**src/rtl/core/ol_pkg.sv**
```systemverilog
package ol_pkg;

	localparam int WORD_W     = 32;
	localparam int POS_W      = 4;
	localparam int REQ_W      = 3;
	localparam int STATUS_W   = 2;
	localparam int FOUND_W    = 5;
	localparam int COUNT_W    = 5;
	localparam int RES_W      = STATUS_W + FOUND_W + COUNT_W;
	localparam int IN_DATA_W  = 40;
	localparam int IN_USER_W  = 3;
	localparam int OUT_DATA_W = 16;

	// The scanner looks at this many match flags in each cycle.
	localparam int CHUNK   = 16;
	localparam int CHUNK_W = 4;

	localparam logic [REQ_W-1:0] REQ_APPEND    = 3'd0;
	localparam logic [REQ_W-1:0] REQ_INSERT    = 3'd1;
	localparam logic [REQ_W-1:0] REQ_DROP_LAST = 3'd2;
	localparam logic [REQ_W-1:0] REQ_DROP_AT   = 3'd3;
	localparam logic [REQ_W-1:0] REQ_FIND      = 3'd4;

	localparam logic [STATUS_W-1:0] ST_OK    = 2'd0;
	localparam logic [STATUS_W-1:0] ST_FULL  = 2'd1;
	localparam logic [STATUS_W-1:0] ST_EMPTY = 2'd2;
	localparam logic [STATUS_W-1:0] ST_RANGE = 2'd3;

	localparam logic [FOUND_W-1:0] NO_MATCH = 5'h1f;

	// Command broadcast to every cell of the chain.
	typedef struct packed {
		logic              app;
		logic              ins;
		logic              del;
		logic              find;
		logic [POS_W-1:0]  pos;
		logic [WORD_W-1:0] value;
	} cell_cmd_t;

	typedef struct packed {
		logic               done;
		logic               hit;
		logic [FOUND_W-1:0] idx;
	} scan_res_t;

endpackage

```
**src/rtl/core/ordered_list_table_engine.sv**
```systemverilog
// Channel  Direction  Signals                              Contents
// s        in         s_tvalid s_tready s_tdata s_tuser     one request per transaction
// m        out        m_tvalid m_tready m_tdata             one result per request
//
// Append, insert, remove-last, remove-at and unused codes may follow one another on every
// cycle while results are not held up at the output; the cell chain shifts in one step.
// A search walks the match flags in groups of sixteen up to the first hit or the end of the
// held words, and no new request is taken until it is done.
// Reset clears the count and the control state; the stored words stay undefined.
// A stalled result and one more behind it are held before the input is held off.
module ordered_list_table_engine #(
	parameter int DEPTH = 16
) (
	input  logic                          clk,
	input  logic                          arst_n,
	input  logic                          s_tvalid,
	output logic                          s_tready,
	// value [31:0], position [35:32], zero [39:36]
	input  logic [ol_pkg::IN_DATA_W-1:0]  s_tdata,
	// req_type [2:0]
	input  logic [ol_pkg::IN_USER_W-1:0]  s_tuser,
	output logic                          m_tvalid,
	input  logic                          m_tready,
	// status [1:0], found_index [6:2], entry_count [11:7], zero [15:12]
	output logic [ol_pkg::OUT_DATA_W-1:0] m_tdata
);
	import ol_pkg::*;

	localparam int CW = $clog2(DEPTH + 1);
	localparam int MW = (CW > POS_W) ? CW : POS_W;

	localparam logic S_IDLE = 1'b0;
	localparam logic S_SCAN = 1'b1;

	logic              state_q;
	logic [CW-1:0]     count_q;
	logic              pend_q;
	logic [RES_W-1:0]  pend_data_q;
	logic              m_tvalid_q;
	logic [RES_W-1:0]  m_data_q;

	logic [REQ_W-1:0]  req;
	logic [WORD_W-1:0] value;
	logic [POS_W-1:0]  pos;
	logic              acc;
	logic              is_find;
	logic              out_free;
	logic              full;
	logic              empty;
	logic [MW-1:0]     pos_c;
	logic [MW-1:0]     cnt_c;
	logic [STATUS_W-1:0] st;
	logic [CW-1:0]     nxt;
	logic              app;
	logic              ins;
	logic              del;

	cell_cmd_t         cmd;
	scan_res_t         scan;
	logic [WORD_W-1:0] word [DEPTH];
	logic [DEPTH-1:0]  hits;

	assign req   = s_tuser[REQ_W-1:0];
	assign value = s_tdata[WORD_W-1:0];
	assign pos   = s_tdata[WORD_W+POS_W-1:WORD_W];

	assign out_free = !m_tvalid_q || m_tready;
	assign s_tready = (state_q == S_IDLE) && (!pend_q || out_free);
	assign acc      = s_tvalid && s_tready;
	assign is_find  = (req == REQ_FIND);

	assign full  = (count_q == CW'(DEPTH));
	assign empty = (count_q == '0);
	assign pos_c = MW'(pos);
	assign cnt_c = MW'(count_q);

	always_comb begin
		st  = ST_OK;
		app = 1'b0;
		ins = 1'b0;
		del = 1'b0;
		nxt = count_q;
		case (req)
			REQ_APPEND: begin
				if (full) begin
					st = ST_FULL;
				end else begin
					app = 1'b1;
					nxt = count_q + CW'(1);
				end
			end
			REQ_INSERT: begin
				if (full) begin
					st = ST_FULL;
				end else if (pos_c > cnt_c) begin
					st = ST_RANGE;
				end else begin
					ins = 1'b1;
					nxt = count_q + CW'(1);
				end
			end
			REQ_DROP_LAST: begin
				if (empty) begin
					st = ST_EMPTY;
				end else begin
					nxt = count_q - CW'(1);
				end
			end
			REQ_DROP_AT: begin
				if (empty) begin
					st = ST_EMPTY;
				end else if (pos_c >= cnt_c) begin
					st = ST_RANGE;
				end else begin
					del = 1'b1;
					nxt = count_q - CW'(1);
				end
			end
			default: ;
		endcase
	end

	assign cmd.app   = acc && app;
	assign cmd.ins   = acc && ins;
	assign cmd.del   = acc && del;
	assign cmd.find  = acc && is_find;
	assign cmd.pos   = pos;
	assign cmd.value = value;

	for (genvar g = 0; g < DEPTH; g++) begin : g_cell
		logic [WORD_W-1:0] prev_w;
		logic [WORD_W-1:0] next_w;

		if (g == 0) begin : g_first
			assign prev_w = value;
		end else begin : g_mid_lo
			assign prev_w = word[g-1];
		end

		if (g == DEPTH - 1) begin : g_last
			assign next_w = word[g];
		end else begin : g_mid_hi
			assign next_w = word[g+1];
		end

		ol_cell #(
			.IDX (g),
			.CW  (CW)
		) u_cell (
			.clk       (clk),
			.arst_n    (arst_n),
			.cmd       (cmd),
			.cnt       (count_q),
			.prev_word (prev_w),
			.next_word (next_w),
			.word      (word[g]),
			.hit       (hits[g])
		);
	end

	ol_scan #(
		.DEPTH (DEPTH)
	) u_scan (
		.clk    (clk),
		.arst_n (arst_n),
		.start  (cmd.find),
		.hits   (hits),
		.cnt    (count_q),
		.res    (scan)
	);

	always_ff @(posedge clk or negedge arst_n) begin
		if (!arst_n) begin
			state_q    <= S_IDLE;
			count_q    <= '0;
			pend_q     <= 1'b0;
			m_tvalid_q <= 1'b0;
		end else begin
			if (acc) begin
				count_q <= nxt;
			end

			case (state_q)
				S_IDLE: begin
					if (acc && is_find) begin
						state_q <= S_SCAN;
					end
				end
				S_SCAN: begin
					if (scan.done) begin
						state_q <= S_IDLE;
					end
				end
				default: state_q <= S_IDLE;
			endcase

			if ((acc && !is_find) || scan.done) begin
				pend_q <= 1'b1;
			end else if (out_free) begin
				pend_q <= 1'b0;
			end

			if (pend_q && out_free) begin
				m_tvalid_q <= 1'b1;
			end else if (m_tready) begin
				m_tvalid_q <= 1'b0;
			end
		end
	end

	always_ff @(posedge clk) begin
		if (acc && !is_find) begin
			pend_data_q <= {COUNT_W'(nxt), NO_MATCH, st};
		end else if (scan.done) begin
			pend_data_q <= {COUNT_W'(count_q), scan.hit ? scan.idx : NO_MATCH, ST_OK};
		end
		if (pend_q && out_free) begin
			m_data_q <= pend_data_q;
		end
	end

	assign m_tvalid = m_tvalid_q;
	assign m_tdata  = {(OUT_DATA_W - RES_W)'(0), m_data_q};

endmodule

```
**src/rtl/core/ol_cell.sv**
```systemverilog
module ol_cell #(
	parameter int IDX = 0,
	parameter int CW  = 5
) (
	input  logic                      clk,
	input  logic                      arst_n,
	input  ol_pkg::cell_cmd_t         cmd,
	input  logic [CW-1:0]             cnt,
	input  logic [ol_pkg::WORD_W-1:0] prev_word,
	input  logic [ol_pkg::WORD_W-1:0] next_word,
	output logic [ol_pkg::WORD_W-1:0] word,
	output logic                      hit
);
	import ol_pkg::*;

	localparam logic [CW-1:0] MY_IDX = CW'(IDX);

	logic [WORD_W-1:0] word_q;
	logic              hit_q;
	logic              at_pos;
	logic              above_pos;
	logic              at_end;
	logic              live;

	assign at_pos    = (IDX == int'(cmd.pos));
	assign above_pos = (IDX > int'(cmd.pos));
	assign at_end    = (cnt == MY_IDX);
	assign live      = (MY_IDX < cnt);

	// Slots at or beyond the count may take stale words; they are never read.
	always_ff @(posedge clk) begin
		if (cmd.app && at_end) begin
			word_q <= cmd.value;
		end else if (cmd.ins) begin
			if (at_pos) begin
				word_q <= cmd.value;
			end else if (above_pos) begin
				word_q <= prev_word;
			end
		end else if (cmd.del && (at_pos || above_pos)) begin
			word_q <= next_word;
		end
	end

	always_ff @(posedge clk or negedge arst_n) begin
		if (!arst_n) begin
			hit_q <= 1'b0;
		end else if (cmd.find) begin
			hit_q <= live && (word_q == cmd.value);
		end
	end

	assign word = word_q;
	assign hit  = hit_q;

endmodule

```
**src/rtl/core/ol_scan.sv**
```systemverilog
module ol_scan #(
	parameter int DEPTH = 16,
	localparam int CW = $clog2(DEPTH + 1)
) (
	input  logic              clk,
	input  logic              arst_n,
	input  logic              start,
	input  logic [DEPTH-1:0]  hits,
	input  logic [CW-1:0]     cnt,
	output ol_pkg::scan_res_t res
);
	import ol_pkg::*;

	localparam int NCHUNK = (DEPTH + CHUNK - 1) / CHUNK;
	localparam int KW     = (NCHUNK > 1) ? $clog2(NCHUNK) : 1;
	localparam int LW     = KW + CHUNK_W + 1;

	logic                    busy_q;
	logic [KW-1:0]           chunk_q;
	logic [NCHUNK*CHUNK-1:0] pad;
	logic [CHUNK-1:0]        seg;
	logic [CHUNK_W-1:0]      enc;
	logic                    any;
	logic [LW-1:0]           next_base;
	logic                    stop;

	always_comb begin
		pad = '0;
		pad[DEPTH-1:0] = hits;
	end

	assign seg = pad[chunk_q*CHUNK +: CHUNK];
	assign any = |seg;

	always_comb begin
		enc = '0;
		for (int k = CHUNK - 1; k >= 0; k--) begin
			if (seg[k]) begin
				enc = CHUNK_W'(k);
			end
		end
	end

	// Flags past the count are already clear, so the walk ends at the first
	// chunk that reaches the count.
	assign next_base = (LW'(chunk_q) << CHUNK_W) + LW'(CHUNK);
	assign stop      = any || (next_base >= LW'(cnt));

	always_ff @(posedge clk or negedge arst_n) begin
		if (!arst_n) begin
			busy_q  <= 1'b0;
			chunk_q <= '0;
		end else if (start) begin
			busy_q  <= 1'b1;
			chunk_q <= '0;
		end else if (busy_q) begin
			if (stop) begin
				busy_q <= 1'b0;
			end else begin
				chunk_q <= chunk_q + KW'(1);
			end
		end
	end

	assign res.done = busy_q && stop;
	assign res.hit  = any;
	assign res.idx  = {chunk_q[0], enc};

endmodule

```
**config.mk**
```make
export PLATFORM = sky130hd
export DESIGN_NAME = ordered_list_table_engine
export DESIGN_NICKNAME = d
export VERILOG_FILES = /design/src/rtl/core/ol_pkg.sv /design/src/rtl/core/ordered_list_table_engine.sv /design/src/rtl/core/ol_cell.sv /design/src/rtl/core/ol_scan.sv
export SDC_FILE = /design/constraint.sdc
export NUM_CORES = 2
export LEC_CHECK = 0
export BUFFER_PORTS_ARGS = -buffer_cell sky130_fd_sc_hd__buf_2
export CORE_ASPECT_RATIO = 0.5
export CORE_UTILIZATION = 55
export DETAILED_ROUTE_END_ITERATION = 10
export PLACE_DENSITY_LB_ADDON = 0.08
export SLEW_MARGIN = 20
export SYNTH_ARGS = -nofsm -noshare
export SYNTH_HDL_FRONTEND = slang
export SYNTH_SLANG_ARGS = --single-unit
```
**constraint.sdc**
```tcl
create_clock -name clk -period 12.9 [get_ports clk]
set_clock_uncertainty 0.05 [all_clocks]
set_input_delay 3.225 -clock clk [delete_from_list [all_inputs] [get_ports clk]]
set_output_delay 3.225 -clock clk [all_outputs]
set_load 0.03 [all_outputs]
```
=== Word level (Yosys, flattened, before mapping) ===
Cells that the tools add are included.

* Register bits: 562
* Bits of input ports: 47
* Output and inout bits: 18
* Logic and storage cells: 399

* $add $sub $neg: 4
* Order comparisons: 34
* Eq/ne operators: 67
* Shifts and indexed selects: 1
* Muxes and demuxes: 132
* Bitwise operators: 1
* Reductions and logical operators: 119

{| class="wikitable"
|+ Operator list
! kind !! count
|-
| 32-bit two-way mux || 78
|-
| 32-bit equality test || 16
|-
| 4-bit two-way mux || 16
|-
| 1-bit logical AND || 56
|-
| 4-bit by 1-bit != test with 1-bit output (second input constant) || 14
|-
| 3-bit nonzero test || 16
|-
| 5-bit by 4-bit equality test with 1-bit output (second input constant) || 8
|-
| 4-bit by 5-bit less-than comparator with 1-bit output (first input constant) || 8
|-
| 5-bit two-way mux || 7
|-
| 2-bit AND reduction || 17
|-
| 4-bit equality test (first input constant) || 8
|-
| 4-bit > comparator (first input constant) || 8
|-
| 12-bit two-way mux || 2
|-
| 1-bit two-way mux || 21
|-
| 5-bit by 3-bit equality test with 1-bit output (second input constant) || 4
|-
| 3-bit by 5-bit less-than comparator with 1-bit output (first input constant) || 4
|-
| 5-bit one-hot mux with 4 select lines || 1
|-
| 1-bit logical OR || 18
|-
| 3-bit by 4-bit equality test with 1-bit output (first input constant) || 4
|-
| 3-bit by 4-bit > comparator with 1-bit output (first input constant) || 4
|-
| 16-bit OR reduction || 1
|-
| 16-bit by 6-bit indexed part select with 16-bit output || 1
|-
| 5-bit by 2-bit equality test with 1-bit output (second input constant) || 2
|-
| 1-bit by 5-bit less-than comparator with 1-bit output (first input constant) || 2
|-
| other kinds (28) || 42
|}

=== Longest topological paths before layout ===
* Depth in word-level cells: 20
* Gate-level depth with buffers: 12
* Mapped depth without buffers: 8

=== Hierarchy ===
From an unflattened synthesis, not the netlist that was laid out.

* Cells, all modules: 3394
* Area, all modules: 36124.6 µm²

{| class="wikitable"
|+ Modules (own cells, without submodules)
! module !! instances !! cells each !! area each (µm²) !! sequential area each (µm²)
|-
| ol_cell at g_cell[12].u_cell || 1 || 205 || 2371.0 || 985.9
|-
| ol_cell at g_cell[6].u_cell || 1 || 208 || 2207.1 || 985.9
|-
| ol_cell at g_cell[4].u_cell || 1 || 207 || 2187.1 || 985.9
|-
| ol_cell at g_cell[5].u_cell || 1 || 205 || 2162.1 || 985.9
|-
| ol_cell at g_cell[8].u_cell || 1 || 204 || 2160.8 || 985.9
|-
| ol_cell at g_cell[7].u_cell || 1 || 202 || 2142.1 || 985.9
|-
| ol_cell at g_cell[13].u_cell || 1 || 204 || 2115.8 || 985.9
|-
| ol_cell at g_cell[11].u_cell || 1 || 204 || 2105.8 || 985.9
|-
| ol_cell at g_cell[1].u_cell || 1 || 203 || 2102.0 || 985.9
|-
| ol_cell at g_cell[2].u_cell || 1 || 205 || 2100.8 || 985.9
|-
| ol_cell at g_cell[9].u_cell || 1 || 203 || 2098.3 || 985.9
|-
| ol_cell at g_cell[14].u_cell || 1 || 203 || 2093.3 || 985.9
|-
| ol_cell at g_cell[10].u_cell || 1 || 207 || 2089.5 || 985.9
|-
| ol_cell at g_cell[3].u_cell || 1 || 203 || 2080.7 || 985.9
|-
| +4 rows || - || - || - || -
|}

=== Worst setup path after synthesis ===
No wires, ideal clock.

* Kind: input-to-reg
* Start point: in s_tuser[1] (netlist bit)
* End point: reg g_cell[1].u_cell.word_q[0] (enable)
* Library setup time: 0.470 ns
* Arrival time: 7.346 ns
* Path slack: 5.034 ns
* Stages: 7
* Path buffers: 2
* Path through: or3b_4 or4_1 buf_2 buf_6 o32ai_2 nand2b_1 o31ai_1

* Word-level cells in the longest chain between the ends: 6
* Elaborated cells between the ends (all ways): 14
* Classes of those cells: eq/ne: 3; mux: 3; reduce/logical: 8

{| class="wikitable"
|+ RTL lines
! item !! RTL line !! text
|-
| from (decl) || ordered_list_table_engine.sv:21 || <nowiki>input logic [ol_pkg::IN_USER_W-1:0] s_tuser,</nowiki>
|-
| 3-bit logical NOT or 3-bit by 2-bit equality test with 1-bit output (tied branches) || ordered_list_table_engine.sv:83 || <nowiki>case (req)</nowiki>
|-
| 1-bit two-way mux || ordered_list_table_engine.sv:83 ||
|-
| 1-bit logical AND (on tied branches) || ordered_list_table_engine.sv:123, ordered_list_table_engine.sv:125 ||
|-
| 1-bit logical AND (on tied branches) || ol_cell.sv:32, ol_cell.sv:40 ||
|-
| 4-bit by 1-bit != test with 1-bit output (no source line) or 3-bit nonzero test (tied branches) || - ||
|-
| 2-bit AND reduction (no source line) (*) || - ||
|-
| to (signal assigned) || ol_cell.sv:33 || <nowiki>word_q <= cmd.value;</nowiki>
|-
| to (signal assigned) || ol_cell.sv:36 || <nowiki>word_q <= cmd.value;</nowiki>
|-
| to (signal assigned) || ol_cell.sv:38 || <nowiki>word_q <= prev_word;</nowiki>
|-
| to (decl) || ol_cell.sv:18 || <nowiki>logic [WORD_W-1:0] word_q;</nowiki>
|}

Mark *: on every way between the ends. The rest lies on a longest branch, timed or not.
A chain may end at the register's enable or synchronous reset.

=== Worst setup path in the final report ===
* Start point: in m_tready
* End point: out s_tready

* Word-level cells in the longest chain between the ends: 3

{| class="wikitable"
|+ RTL lines
! item !! RTL line !! text
|-
| from (decl) || ordered_list_table_engine.sv:23 || <nowiki>input logic m_tready,</nowiki>
|-
| 1-bit logical OR || ordered_list_table_engine.sv:67 || <nowiki>assign out_free = !m_tvalid_q || m_tready;</nowiki>
|-
| 1-bit logical OR || ordered_list_table_engine.sv:68 || <nowiki>assign s_tready = (state_q == S_IDLE) && (!pend_q || out_free);</nowiki>
|-
| 1-bit logical AND || ordered_list_table_engine.sv:68 ||
|-
| to (decl) || ordered_list_table_engine.sv:17 || <nowiki>output logic s_tready,</nowiki>
|}

No other way between the ends.

==> impl_metrics.yaml <==
drt:
  dr.pass1.iters: 6
  met1Wirelength_mm: 47.9
  vias_per_cell: 7.03
  wire_per_inst_um: 31.0
  drc: 0
  wl_mm: 122
  drt-initial-drc-count: 4669
  dr_wl_met3_mm: 19.3
  ant_nets: 0
  dr_wl_met2_mm: 49.6
  vias: 27600
  routed.top_layer: "met4"
setup_path:
  cp.depth: 4
  cp.arrival_ns: 3.83
  slowest_stage: "and3b_1"
  crit_type: "in -> out"
  crit_top_cell: "buf_2"
  r2r-end: "g_cell[15].u_cell.word[21]"
  r2r_start: "cnt_c[1]"
  endpoint: "s_tready"
  path_max_fanout: 3
  reg2reg_slack_ns: 8.10
  slowest_delay_ns: 0.27
  cp-startpoint: "m_tready"
  reg2reg_depth: 10
  path_buf_inv: 2
  cp_top_family: "simple AND/OR/NAND/NOR gates"
  cp-start-kind: "input pin"
  path_cells: "buf_2 -> and3b_1 -> nor2_1 -> buf_2"
  endpoint_kind: "output port"
  crit_required_ns: 9.62
min_path:
  hold_path_class: "reg -> reg"
synthesis:
  synth_edf_count: 531
  synth_ff_type: "edfxtp_1"
  syn_area_sq_um: 33100
  synth_cell_types: 75
  yosys_warnings: 0
  async_reset_ff_frac: 0.0463
  synth-seq-cells: 562
  syn_avg_cell_area_sq_um: 10.4
  netlist_instances: 3164
  seq_area_frac_synth: 0.505
power:
  peakVddDrop_uv: 95.7
  power.density_nw_per_um2: 136
  total_power_mw: 4.87
  static-leakage-power_nw: 11.8
cts:
  cts.reportedPaths.clkPinSlew_ns: 0.06
  post_cts_buffers: 0
  cts_buffer_depth: 3
  cts_root_buf: "clkbuf_16"
  holdBufCountCts: 0
  numCtsBuffers: 53
  htreeDepth: 2
  clock_sinks: 562
  clock_latency_ns: 0.63
  cts_resized: 0
  cts_tree: "built"
placement:
  port_buffers: 56
  dp_slack_ns: 5.76
  place.gp.congestion: 1.03
  dp_hpwl_mm: 90.0
floorplanning:
  core_sq_um: 59300
  ioPinCount: 65
  dieArea_sq_um: 61100
  start_util: 0.558
  die_w_um: 349
  dieHeight_um: 175
  rows: 63
grt:
  antenna_found_initial: 5
  grt_use_total: 0.392
  grt_pass1_vias: 24900
  grt_overflow_total: 0
  grt_pass1_wl_mm: 174
  grt_max_degree: 182
timing:
  final-setup-viol-count: 0
  rsz0062_at_grt: "no"
  fin_setup_tns_ns: 0
  period_share: 0.551
  worstMarginPinSlew_ns: 1.20
  fin_crit_ns: 7.10
  worst_slack_ns: 5.80
  slew_headroom: 0.194
  final_max_slew_viol_count: 0
  hold_viol: 0
  fmax_mhz: 141
final_layout:
  num-nets-final: 3120
  layout_common_cells: "edfxtp_1, xnor2_1, nand2_1, nor2_1, a21oi_1"
  area_delta_synth_final_pct: 7.91
  final_common_cell: "edfxtp_1"
  nFillCells: 4971
  utilization: 0.602
  layout-drive-gt1-share: 0.113
outcome:
  status: "finished clean"
job:
  max_cap_viol_count: 0
## cells in the mapped netlist (9+ instances only)
cell | n | area share
a21o_1 | 10 | 0.0023
a21oi_1 | 190 | 0.029
a221o_1 | 50 | 0.015
a22oi_1 | 63 | 0.014
a32oi_1 | 73 | 0.019
and2_1 | 23 | 0.0044
and3_1 | 9 | 0.0017
buf_1 | 45 | 0.0051
buf_2 | 51 | 0.0077
buf_4 | 13 | 0.0030
clkbuf_1 | 181 | 0.021
dfrtp_1 | 26 | 0.020
edfxtp_1 | 531 | 0.48
inv_1 | 40 | 0.0045
mux2_2 | 65 | 0.022
nand2_1 | 300 | 0.034
nand2b_1 | 11 | 0.0021
nand3_1 | 26 | 0.0039
nand4_1 | 94 | 0.018
nor2_1 | 303 | 0.034
nor2_2 | 30 | 0.0057
nor3_1 | 16 | 0.0024
nor4_1 | 67 | 0.013
o21ai_0 | 42 | 0.0064
o22ai_1 | 149 | 0.028
o32ai_1 | 117 | 0.031
xnor2_1 | 329 | 0.087
xor2_1 | 189 | 0.050
## cells by family (layout without fill, tap and decap cells)
family | count (synthesis) | in the layout | synth area share
fa+ha+maj | 8 | 8 | 0.00303
other cells | 1 | 10 | 0.000113
flops | 562 | 562 | 0.505
simple gates | 912 | 912 | 0.126
buf+inv | 335 | 278 | 0.0424
xor+xnor | 518 | 518 | 0.137
compound gates | 762 | 762 | 0.163
mux | 66 | 66 | 0.0224
## state kept, by name (all words and copies together) (netlist names)
signal / count
g_cell.u_cell.word: 512
g_cell.u_cell.hit: 16
m_data_q: 12
pend_data_q: 12
cnt_c: 5
m_tvalid: 1
pend_q: 1
state_q: 1
u_scan.busy_q: 1
u_scan.chunk_q: 1
## final cells by class
class / count / area (sq um) / share of cell area
clock buffer: 83 / 1570 / 0.0441
inverter: 41 / 154 / 0.00431
clock inverter: 17 / 119 / 0.00333
sequential: 562 / 16700 / 0.468
antenna: 6 / 15.0 / 0.000421
multi-input combinational: 2270 / 15200 / 0.426
tap: 812 / 1020 / 0.0285
timing repair buffer: 137 / 901 / 0.0253
## worst register-to-register path, stage by stage, from the launching register on
cell,delay [ns]
dfrtp_1,0.36
buf_4,0.20
inv_1,0.37
ha_1,0.34
nor4bb_1,0.63
nor4_2,0.07
buf_4,0.27
nand2_2,0.55
buf_4,0.76
nand2_1,0.51
buf_4,0.40
## stage by stage
step                      instance area [sq um]  hold slack [ns]  std cells
after floorplan                           33100            0.350       3167
after global placement                    33900            0.353       3822
after detailed placement                  34000            0.355       3822
after CTS                                 35600            0.369       3922
after global routing                      35700            0.372       3926
final                                     35700            0.368       3928
## worst min path at each step
stage	start	end	slack (ns)	cells after the start
5_1_grt	pend_data_q[8]	m_data_q[8]	0.37	0
3_3_place_gp	pend_data_q[7]	m_data_q[7]	0.35	0
3_5_place_dp	pend_data_q[8]	m_data_q[8]	0.35	0
4_1_cts	pend_data_q[8]	m_data_q[8]	0.37	0
6_report	pend_data_q[8]	m_data_q[8]	0.37	0
2_1_floorplan	pend_data_q[0]	m_data_q[0]	0.35	0
## metal layers
metal | global-route usage | up-vias
met5 | 0 | -
met4 | 0.152 | 0
met3 | 0.115 | 238
met2 | 0.539 | 2283
met1 | 0.579 | 13400
li1 | - | 11700
## report_power, final
part / internal, mW / leakage, nW / switching, mW / total [mW]
registers: 2.15 / 5.17 / 0.106 / 2.26
logic: 0.313 / 5.76 / 0.707 / 1.02
clock network: 0.859 / 0.833 / 0.735 / 1.59
total: 3.32 / 11.8 / 1.55 / 4.87
No activity file was read; power rests on OpenSTA's default activity.
